**src/dar_pkg.sv**
```systemverilog
// shared types and constants for the difference array range update block
// no dependencies; imported by every other file of the block but dar_ram
package dar_pkg;

  localparam int MAX_ELEMENTS  = 256;
  localparam int ELEMENT_WIDTH = 32;
  localparam int ADDR_WIDTH    = $clog2(MAX_ELEMENTS);
  localparam int LEN_WIDTH     = $clog2(MAX_ELEMENTS + 1);

  localparam int OP_WIDTH     = 2;
  localparam int STATUS_WIDTH = 2;

  // stream payload widths, padded to whole bytes
  localparam int IN_FIELD_BITS   = 2 * ADDR_WIDTH + ELEMENT_WIDTH;
  localparam int IN_TDATA_WIDTH  = ((IN_FIELD_BITS + 7) / 8) * 8;
  localparam int OUT_TDATA_WIDTH = ((ELEMENT_WIDTH + 7) / 8) * 8;

  localparam logic [OP_WIDTH-1:0] OP_LOAD      = 2'd0;
  localparam logic [OP_WIDTH-1:0] OP_RANGE_ADD = 2'd1;
  localparam logic [OP_WIDTH-1:0] OP_RESTORE   = 2'd2;

  localparam logic [STATUS_WIDTH-1:0] ST_OK         = 2'd0;
  localparam logic [STATUS_WIDTH-1:0] ST_BAD_RANGE  = 2'd1;
  localparam logic [STATUS_WIDTH-1:0] ST_LOAD_FULL  = 2'd2;
  localparam logic [STATUS_WIDTH-1:0] ST_EMPTY      = 2'd3;

  typedef logic [ELEMENT_WIDTH-1:0] elem_t;
  typedef logic [ADDR_WIDTH-1:0]    addr_t;
  typedef logic [LEN_WIDTH-1:0]     len_t;

  typedef struct packed {
    logic [OP_WIDTH-1:0] op;
    addr_t               left;
    addr_t               right;
    elem_t               data;
  } item_t;

  typedef struct packed {
    logic                    valid;
    elem_t                   value;
    logic                    last;
    logic [STATUS_WIDTH-1:0] status;
  } result_t;

  typedef struct packed {
    logic  we;
    addr_t waddr;
    elem_t wdata;
    logic  re;
    addr_t raddr;
  } mem_req_t;

endpackage

```
**src/dar_ctrl.sv**
```systemverilog
// sequencer: decodes one item, drives read-modify-write on the difference ram,
// keeps the load and restore pointers; depends on dar_pkg
module dar_ctrl (
  input  logic              clk,
  input  logic              rst,
  input  logic              in_valid,
  output logic              in_ready,
  input  dar_pkg::item_t    in_item,
  input  dar_pkg::len_t     len,
  input  logic              out_free,
  output dar_pkg::result_t  res,
  output dar_pkg::mem_req_t mem_req,
  input  dar_pkg::elem_t    mem_rdata
);
  import dar_pkg::*;

  localparam logic [2:0] S_IDLE    = 3'd0;
  localparam logic [2:0] S_ISSUE   = 3'd1;
  localparam logic [2:0] S_ADD1    = 3'd2;
  localparam logic [2:0] S_ADD2    = 3'd3;
  localparam logic [2:0] S_RESTORE = 3'd4;

  logic [2:0] state, state_next;
  item_t      item, item_next;
  len_t       load_pointer, load_pointer_next;
  elem_t      previous_loaded, previous_loaded_next;
  len_t       restore_pointer, restore_pointer_next;
  elem_t      running_sum, running_sum_next;

  len_t  right_plus;
  logic  range_ok;
  logic  second_needed;
  elem_t sum;

  assign right_plus    = {1'b0, item.right} + len_t'(1);
  assign range_ok      = (item.left <= item.right) && ({1'b0, item.right} < len);
  assign second_needed = right_plus < len;
  assign sum           = running_sum + mem_rdata;

  always_comb begin
    state_next           = state;
    item_next            = item;
    load_pointer_next    = load_pointer;
    previous_loaded_next = previous_loaded;
    restore_pointer_next = restore_pointer;
    running_sum_next     = running_sum;
    mem_req              = '0;
    res                  = '0;
    in_ready             = (state == S_IDLE);

    unique case (state)
      S_IDLE: begin
        if (in_valid) begin
          item_next  = in_item;
          state_next = S_ISSUE;
        end
      end
      S_ISSUE: begin
        case (item.op)
          OP_LOAD: begin
            if (out_free) begin
              res.valid  = 1'b1;
              state_next = S_IDLE;
              if (load_pointer >= len) begin
                res.status = ST_LOAD_FULL;
              end else begin
                mem_req.we           = 1'b1;
                mem_req.waddr        = load_pointer[ADDR_WIDTH-1:0];
                mem_req.wdata        = item.data - previous_loaded;
                previous_loaded_next = item.data;
                load_pointer_next    = load_pointer + len_t'(1);
              end
            end
          end
          OP_RANGE_ADD: begin
            if (!range_ok) begin
              if (out_free) begin
                res.valid  = 1'b1;
                res.status = ST_BAD_RANGE;
                state_next = S_IDLE;
              end
            end else begin
              mem_req.re    = 1'b1;
              mem_req.raddr = item.left;
              state_next    = S_ADD1;
            end
          end
          OP_RESTORE: begin
            if (len == '0) begin
              if (out_free) begin
                res.valid  = 1'b1;
                res.status = ST_EMPTY;
                state_next = S_IDLE;
              end
            end else begin
              mem_req.re = 1'b1;
              // length was cut to or below the pointer: start the sweep over
              if (restore_pointer >= len) begin
                restore_pointer_next = '0;
                running_sum_next     = '0;
                mem_req.raddr        = '0;
              end else begin
                mem_req.raddr = restore_pointer[ADDR_WIDTH-1:0];
              end
              state_next = S_RESTORE;
            end
          end
          default: begin
            if (out_free) begin
              res.valid  = 1'b1;
              state_next = S_IDLE;
            end
          end
        endcase
      end
      S_ADD1: begin
        if (second_needed) begin
          mem_req.we    = 1'b1;
          mem_req.waddr = item.left;
          mem_req.wdata = mem_rdata + item.data;
          mem_req.re    = 1'b1;
          mem_req.raddr = right_plus[ADDR_WIDTH-1:0];
          state_next    = S_ADD2;
        end else if (out_free) begin
          mem_req.we    = 1'b1;
          mem_req.waddr = item.left;
          mem_req.wdata = mem_rdata + item.data;
          res.valid     = 1'b1;
          state_next    = S_IDLE;
        end
      end
      S_ADD2: begin
        if (out_free) begin
          mem_req.we    = 1'b1;
          mem_req.waddr = right_plus[ADDR_WIDTH-1:0];
          mem_req.wdata = mem_rdata - item.data;
          res.valid     = 1'b1;
          state_next    = S_IDLE;
        end
      end
      S_RESTORE: begin
        if (out_free) begin
          res.valid  = 1'b1;
          res.value  = sum;
          state_next = S_IDLE;
          if ((restore_pointer + len_t'(1)) == len) begin
            res.last             = 1'b1;
            restore_pointer_next = '0;
            running_sum_next     = '0;
            load_pointer_next    = '0;
            previous_loaded_next = '0;
          end else begin
            restore_pointer_next = restore_pointer + len_t'(1);
            running_sum_next     = sum;
          end
        end
      end
      default: begin
        state_next = S_IDLE;
      end
    endcase
  end

  always_ff @(posedge clk) begin
    if (rst) begin
      state           <= S_IDLE;
      load_pointer    <= '0;
      previous_loaded <= '0;
      restore_pointer <= '0;
      running_sum     <= '0;
    end else begin
      state           <= state_next;
      load_pointer    <= load_pointer_next;
      previous_loaded <= previous_loaded_next;
      restore_pointer <= restore_pointer_next;
      running_sum     <= running_sum_next;
    end
  end

  always_ff @(posedge clk) begin
    item <= item_next;
  end

endmodule

```
**config.mk**
```make
export PLATFORM = sky130hd
export DESIGN_NAME = dar_ctrl
export DESIGN_NICKNAME = d
export VERILOG_FILES = /design/src/dar_pkg.sv /design/src/dar_ctrl.sv
export SDC_FILE = /design/constraint.sdc
export NUM_CORES = 1
export LEC_CHECK = 0
export BUFFER_PORTS_ARGS = -buffer_cell sky130_fd_sc_hd__buf_2
export CAP_MARGIN = 20
export CORE_MARGIN = 2
export CORE_UTILIZATION = 40
export DETAILED_ROUTE_END_ITERATION = 10
export HOLD_SLACK_MARGIN = 0.03
export PLACE_DENSITY_LB_ADDON = 0.2
export SKIP_LAST_GASP = 1
export SLEW_MARGIN = 20
export SYNTH_ARGS = -nofsm -noshare
export SYNTH_HDL_FRONTEND = slang
export SYNTH_SLANG_ARGS = --single-unit
```
**constraint.sdc**
```tcl
create_clock -name clk -period 12.6 [get_ports clk]
set_input_delay 2.52 -clock clk [delete_from_list [all_inputs] [get_ports clk]]
set_output_delay 2.52 -clock clk [all_outputs]
set_load 0.03 [all_outputs]
```
==> reports/results.tsv, run 1 <==
stage	metric	value	unit
setup_path	crit_type	primary input to output pin	
setup_path	timing.rr.end	running_sum[30]	
grt	grt_first_pass_wirelength	70.7	mm
clock_network	ctsResizeCount	0	
sta	max_freq	0.113	GHz
setup_path	end_kind	output pin	
final_layout	utilization	46.1	%
sta	finalMaxSlewViolations	0	
sta	setup_ws	3780	ps
logic_synthesis	postSynthAreaPerCell	7.71	µm²
outcome	outcome	finished clean	
clock_network	clock_latency	450	ps
final_layout	n_fill_cell	3431	
clock_network	cts_root_buf	clkbuf_16	
flow_run	max_cap_violations	0	
clock_network	cts_setup_buffers	0	
pwr	p_seq_share	33.2	%
setup_path	path_cells	buf_2 -> ha_1 -> fa_1 -> a211oi_1 -> o21ai_0 -> a2111oi_0 -> nor3_1 -> o21ai_0 -> nor4b_1 -> o21ai_0 -> o211ai_1 -> xor2_1 -> nor2_1 -> buf_2	
grt	grt_pass1_vias	13000	
placement	dp_slack	3770	ps
route	num_vias	13600	
floorplanning	core-area	33700	µm²
sta	skew	12.7	ps
route	routedWlPerCell	18.9	µm
logic_synthesis	ys_seq_area_share	23.3	%
logic_synthesis	syn_area	13700	µm²
setup_path	slowest_stage	a2111oi_0	
route	viasPerCell	5.73	
clock_network	numCtsBuffers	17	
min_path	hp-class	flip-flop to flip-flop	
route	routed_wl	44.8	mm
setup_path	crit_top_cell	o21ai_0	
pwr	ir_worst_vdd	0.0971	mV
clock_network	cts_tree	done	
logic_synthesis	synth-main-ff-cell	dfxtp_1	
final_layout	final_cells	2373	
sta	worst_slew_pin_slew	1090	ps
setup_path	timing.rr.start	running_sum[0]	
setup_path	crit_start	mem_rdata[0]	
grt	grt_max_degree	55	
setup_path	cpPeakStageDelay	650	ps
setup_path	r2r.worst_path.cells	12	
grt	antenna_found_initial	1	
final_layout	layout-drive-gt1-share	14.1	%
final_layout	final_cell_mix	nor2_1, a21oi_1, buf_2	
logic_synthesis	synth_warnings	0	
route	ant_nets	0	
pwr	clkPwrFrac	34.9	%
sta	relSlewSlack	27.3	%
sta	totalNegativeSetupSlack	0	ps
setup_path	crit_path_end	res[33]	
placement	dp.cells	2340	
clock_network	cts.clk_slew.worst_paths	60	ps
logic_synthesis	synth_fp_nets	2053	
pwr	swShare	37.6	%
logic_synthesis	synth_cells	1781	
placement	finalWeightedCongestion	0.907	
final_layout	final_common_cell	nor2_1	
route	drc	0	
sta	rsz0062_at_grt	no	
logic_synthesis	async_flop_share	0	%
placement	hpwl	34.6	mm
route	drt-initial-drc-count	922	
final_layout	layout-area-overhead-vs-synth	13.1	%
floorplanning	pin_count	182	
final_layout	nets	2183	
grt	grt_overflow	0	
setup_path	worstPathArrival	6300	ps
sta	setup_viol	0	
sta	fin_crit_sh	70.0	%
route	firstDrtPassIters	9	
floorplanning	die_height	189	µm
floorplanning	start_util	40.7	%
grt	gr-usage-all-layers	24.8	%
pwr	p_leak	6.92	nW
setup_path	crit_required	10080	ps
setup_path	rrSetupSlack	8670	ps
logic_synthesis	synth.distinct_cells	90	
pwr	powerDensity	95.8	nW/µm²
logic_synthesis	synth-edff-count	50	
clock_network	clockBufferDepth	2	
setup_path	cp_max_fo	3	
sta	hold_viol	0	
pwr	power_switching	0.559	mW
logic_synthesis	ys_ff_latch	135	
sta	fin_crit	8820	ps
placement	io_buffer_count	181	
clock_network	htree_levels	4	
floorplanning	die_area	35800	µm²
clock_network	postCtsHoldBufs	0	
floorplanning	chipWidth	189	µm
floorplanning	rows	67	
clock_network	cts.sinks	135	
pwr	power_frac_comb	31.9	%
setup_path	critPathLaunchType	primary input	
pwr	p_int	0.928	mW
[per-stage QoR]
step / total power, mW / area [µm²] / hold WS [ps]
2_1_floorplan: 0.837 / 13700 / 429
3_3_place_gp: 0.964 / 14900 / 438
3_5_place_dp: 0.968 / 14900 / 447
4_1_cts: 1.49 / 15500 / 460
5_1_grt: 1.56 / 15500 / 470
6_report: 1.49 / 15500 / 456
[final cells by class]
cell class	instances	area [µm²]	share of cell area [%]
diodes	1	2.50	0.0161
repair buffers	189	966	6.22
clock buffers	19	475	3.06
inverters	137	514	3.31
well taps	448	561	3.61
clock inverters	13	119	0.766
flip-flops and latches	135	3200	20.6
multi-input cells	1431	9680	62.4
[power by group through the flow]
stage / registers (mW) / logic [mW] / clock network (mW)
final: 0.494 / 0.474 / 0.519
after global routing: 0.496 / 0.521 / 0.545
after CTS: 0.494 / 0.468 / 0.530
after detailed placement: 0.503 / 0.465 / 0
after global placement: 0.503 / 0.460 / 0
after floorplan: 0.495 / 0.342 / 0
[cell usage after synthesis, types with 9 or more instances]
master | instances | area (µm²)
nor3_1 | 48 | 240
and3_1 | 18 | 113
nand3b_1 | 9 | 67.6
o22ai_1 | 27 | 169
inv_1 | 136 | 510
a22oi_1 | 12 | 90.1
edfxtp_1 | 50 | 1500
o211ai_1 | 12 | 90.1
o21ai_0 | 93 | 465
dfxtp_1 | 85 | 1700
xor2_1 | 45 | 394
nand3_1 | 40 | 200
o21bai_1 | 18 | 135
nor2b_1 | 29 | 181
xnor2_1 | 42 | 368
ha_1 | 173 | 2160
nand2b_1 | 22 | 138
a221oi_1 | 22 | 193
a21oi_1 | 183 | 916
nor2_1 | 184 | 691
a211oi_1 | 18 | 135
nand2_1 | 171 | 642
o21a_1 | 18 | 135
a21o_1 | 48 | 360
a31oi_1 | 12 | 75.1
or3_1 | 12 | 75.1
and2_1 | 9 | 56.3
nand4_1 | 21 | 131
clkbuf_1 | 57 | 214
[worst min-delay path by stage]
stage,startpoint,end,cells after the start
after CTS,previous_loaded[29],previous_loaded[29],2
after global routing,previous_loaded[18],previous_loaded[18],2
final,previous_loaded[29],previous_loaded[29],2
after floorplan,running_sum[19],running_sum[19],2
after detailed placement,running_sum[19],running_sum[19],2
after global placement,running_sum[23],running_sum[23],2
[sequential cells by signal (all words and copies together) (netlist names)]
register         flops
item                50
load_pointer         9
previous_loaded     32
restore_pointer      9
running_sum         32
state                3
[routing by layer]
metal	track usage (%)	part of all wire, %	wire [µm]	vias up
met5	0	0	0	-
met4	6.38	1.9	833	0
met3	4.13	5.2	2330	65
met2	40.7	46	20500	413
met1	33.9	47	21200	6415
li1	-	-	-	6716
[critical path: cells and delay by family]
kind	cells	cell delay, ps
simple gates	3	750
xor+xnor	1	300
buf+inv	2	330
compound gates	6	1750
fa+ha+maj	2	650
[kinds of logic (layout without fill, tap and decap cells)]
logic type / Yosys count / after routing / synth area share (%)
simple gates: 593 / 593 / 20.2
compound gates: 568 / 568 / 27.7
buf+inv: 215 / 358 / 6.44
fa+ha+maj: 177 / 177 / 16.4
flops: 135 / 135 / 23.3
xor+xnor: 87 / 87 / 5.55
mux: 6 / 6 / 0.438
other cells: 0 / 1 / 0
No activity file was read; power rests on OpenSTA's default activity.
==> inputs of run 2 (changes only) <==
- ABC_AREA: default -> 1
- clock period: 12.6 -> 7.1 ns (I/O delays scaled with it)
==> run 2 against run 1 <==
  * Clock-buffer cell count down 2
  * Sequential share of layout area down 2.9 points
  * Clock power up 71%
  * Cell area up 16%
  * Area after synthesis up 17%
  * Power up 87%
  * Core utilization down 0.73 points
  * Setup slack worse by 2600 ps
  * Die area up 17%
  * Clock skew up 0.68 ps
  * Synthesized cell count up 50%
  * Sequential power up 81%
  * Critical path type is now flip-flop to output pin
  * Largest cell class unchanged
==> reports/results.tsv, run 2 <==
stage	metric	value	unit	change
outcome	outcome	finished clean		unchanged
clock_network	cts.clk_slew.worst_paths	80	ps	was 60 ps
setup_path	slowest_stage	nand4_1		was a2111oi_0
sta	totalNegativeSetupSlack	0	ps	unchanged
clock_network	ctsResizeCount	0		unchanged
logic_synthesis	synth.distinct_cells	48		was 90
setup_path	crit_required	5680	ps	was 10080 ps
grt	grt_pass1_vias	17200		was 13000
clock_network	cts_tree	done		unchanged
final_layout	final_cell_mix	nand2_1, inv_1, nor2_1		was nor2_1, a21oi_1, buf_2
final_layout	top_register	item		unchanged
final_layout	nets	3092		was 2183
clock_network	clock_latency	490	ps	was 450 ps
min_path	hp-class	flip-flop to flip-flop		unchanged
floorplanning	core-area	39700	µm²	was 33700 µm²
pwr	ir_worst_vdd	0.182	mV	was 0.0971 mV
sta	setup_viol	0		unchanged
logic_synthesis	postSynthAreaPerCell	6.01	µm²	was 7.71 µm²
sta	skew	13.4	ps	was 12.7 ps
final_layout	layout-area-overhead-vs-synth	11.9	%	was 13.1%
logic_synthesis	ys_ff_latch	135		unchanged
setup_path	rrSetupSlack	3390	ps	was 8670 ps
min_path	whs_path_depth	2		unchanged
sta	fin_crit_sh	83.0	%	
grt	grt_overflow	0		unchanged
setup_path	r2r.worst_path.cells	10		was 12
setup_path	timing.rr.start	state[2]		was running_sum[0]
sta	finalMaxSlewViolations	0		unchanged
min_path	hp-start	running_sum[6]		was previous_loaded[29]
pwr	powerDensity	154	nW/µm²	was 95.8 nW/µm²
floorplanning	die_area	41900	µm²	was 35800 µm²
logic_synthesis	syn_area	16100	µm²	was 13700 µm²
clock_network	cts.sinks	135		unchanged
route	routedWlPerCell	21.5	µm	was 18.9 µm
logic_synthesis	synth_warnings	0		unchanged
clock_network	clockBufferDepth	2		unchanged
logic_synthesis	synth.area.top_cells	nand2_1, ha_1, dfxtp_1		was ha_1, dfxtp_1, edfxtp_1
grt	grt_first_pass_wirelength	106	mm	was 70.7 mm
min_path	hold_end	running_sum[6]		was previous_loaded[29]
sta	hold_viol	0		unchanged
route	drc	0		unchanged
setup_path	end_kind	output pin		unchanged
logic_synthesis	synth_top_cell_by_area	nand2_1		was ha_1
setup_path	critPathLaunchType	flip-flop		was primary input
setup_path	timing.rr.end	previous_loaded[24]		was running_sum[30]
sta	hold_slack	472	ps	was 456 ps
clock_network	numCtsBuffers	17		unchanged
flow_run	max_cap_violations	0		unchanged
final_layout	n_fill_cell	4346		was 3431
route	viasPerCell	5.60		was 5.73
route	num_vias	18800		was 13600
setup_path	path_cells	inv_1 -> nor3_1 -> nand3_1 -> nor3_1 -> xor2_1 -> inv_1 -> ha_1 -> nand2_1 -> nor2_1 -> o211ai_1 -> nand4_1 -> o21ai_2 -> buf_4 -> inv_2 -> a21oi_1 -> o21ai_1 -> nand3_1 -> buf_2		was buf_2 -> ha_1 -> fa_1 -> a211oi_1 -> o21ai_0 -> a2111oi_0 -> nor3_1 -> o21ai_0 -> nor4b_1 -> o21ai_0 -> o211ai_1 -> xor2_1 -> nor2_1 -> buf_2
logic_synthesis	synth_fp_nets	2949		was 2053
logic_synthesis	yosys-top-cells-count	nand2_1, inv_1, nor2_1, a21oi_1, nand3_1		was nor2_1, a21oi_1, ha_1, nand2_1, inv_1
floorplanning	chipWidth	205	µm	was 189 µm
pwr	p_leak	9.10	nW	was 6.92 nW
final_layout	final_common_cell	nand2_1		was nor2_1
floorplanning	start_util	40.5	%	was 40.7%
logic_synthesis	synth-edff-count	50		unchanged
route	ant_nets	0		unchanged
pwr	total_power	2.78	mW	was 1.49 mW
sta	worst_slew_pin_slew	911	ps	was 1090 ps
logic_synthesis	synth-main-ff-cell	dfxtp_1		unchanged
setup_path	cp_max_fo	17		was 3
setup_path	crit_type	flip-flop to output pin		was primary input to output pin
sta	max_freq	0.170	GHz	
clock_network	cts_setup_buffers	0		unchanged
grt	gr-usage-all-layers	34.2	%	was 24.8%
placement	finalWeightedCongestion	1.09		was 0.907
clock_network	htree_levels	4		unchanged
final_layout	top_regs	item: 50 flops, previous_loaded: 32 flops, running_sum: 32 flops		unchanged
floorplanning	pin_count	182		unchanged
floorplanning	die_height	205	µm	was 189 µm
placement	hpwl	59.4	mm	was 34.6 mm
setup_path	cpPeakStageDelay	500	ps	was 650 ps
grt	antenna_found_initial	2		was 1
sta	fin_crit	5890	ps	
logic_synthesis	yosysMostFrequentCell	nand2_1		was nor2_1
floorplanning	rows	73		was 67
logic_synthesis	async_flop_share	0	%	unchanged
sta	relSlewSlack	38.6	%	was 27.3%
sta	rsz0062_at_grt	no		unchanged
route	drt-initial-drc-count	1737		was 922
clock_network	cts_root_buf	clkbuf_16		unchanged
final_layout	layout-drive-gt1-share	8.90	%	was 14.1%
grt	grt_max_degree	51		was 55
logic_synthesis	synth_cells	2677		was 1781
route	routed_wl	72.4	mm	was 44.8 mm
setup_path	worstPathArrival	4470	ps	was 6300 ps
logic_synthesis	synth_top_area_share	17.4	%	was 15.8%
logic_synthesis	ys_seq_area_share	19.9	%	was 23.3%
route	firstDrtPassIters	8		was 9
clock_network	postCtsHoldBufs	0		unchanged
placement	io_buffer_count	181		unchanged
final_layout	largest_reg_flops	50		unchanged
==> run 2: cell types whose count changed in the layout (fill, tap and decap cells not counted), sizes merged, moves of 51 or more <==
| cell | delta |
|---|---|
| nand2 | +581 |
| inv | +245 |
| nand3 | +196 |
| nor2 | +97 |
| a21oi | +65 |
| nand4 | +51 |
==> run 2: worst max-delay path by stage <==
stage / start / end / cells past startpoint
6_report: item[34] / mem_req[37] / 18
5_1_grt: item[34] / mem_req[37] / 18
4_1_cts: item[34] / mem_req[13] / 16
3_5_place_dp: len[6] / mem_req[26] / 11
3_3_place_gp: mem_rdata[1] / mem_req[39] / 13
2_1_floorplan: len[4] / mem_req[41] / 12
==> run 2: cell families (layout without fill, tap and decap cells) <==
logic type | count (synthesis) | after routing | synth area share, %
AOI/OAI and AO/OA | 445 | 445 | 15.1
xor gates and xnor gates | 51 | 51 | 2.86
adders and majority gates | 177 | 177 | 13.9
buffers and inverters | 455 | 611 | 11.1
DFF | 135 | 135 | 19.9
other | 0 | 2 | 0
and+or+nand+nor | 1414 | 1414 | 37.1
==> run 2: critical path: cells and delay by family (launching register included) <==
kind | cells | cell delay [ps]
fa+ha+maj | 1 | 290
xor+xnor | 1 | 280
compound gates | 4 | 550
buf+inv | 5 | 900
simple gates | 7 | 1480
flops | 1 | 470
==> run 2: report_power, final <==
| part | internal, mW | total [mW] | switching (mW) |
|---|---|---|---|
| combinational | 0.294 | 0.996 | 0.702 |
| clock | 0.460 | 0.890 | 0.430 |
| sequential | 0.844 | 0.893 | 0.0493 |
==> run 2: per-stage QoR <==
stage / instance area, µm² / std cells / utilization (%) / setup WS [ps]
global placement: 17400 / 3326 / 43.9 / 1500
finish: 18000 / 3360 / 45.3 / 1210
detailed placement: 17400 / 3326 / 43.9 / 1480
floorplan: 16100 / 2677 / - / 2130
global route: 18000 / 3360 / 45.3 / 830
CTS: 18000 / 3358 / 45.3 / 1220
==> run 2: per-layer routing <==
layer | GRT usage [%] | routed length [µm] | share of wire (%) | vias to the layer above
li1 | - | - | - | 9095
met1 | 45.4 | 31600 | 44 | 8743
met2 | 54.0 | 32100 | 44 | 849
met3 | 6.36 | 5600 | 7.7 | 122
met4 | 14.8 | 3070 | 4.2 | 0
met5 | 0 | 0 | 0 | -
==> run 2: final cells by class <==
class | count | area (µm²) | area share [%]
Antenna cell | 2 | 5.00 | 0.0278
Clock buffer | 17 | 425 | 2.36
Clock inverter | 15 | 134 | 0.743
Inverter | 384 | 1440 | 8.00
Multi-Input combinational cell | 2087 | 11100 | 61.8
Sequential cell | 135 | 3200 | 17.8
Tap cell | 525 | 657 | 3.65
Timing Repair Buffer | 195 | 1010 | 5.61
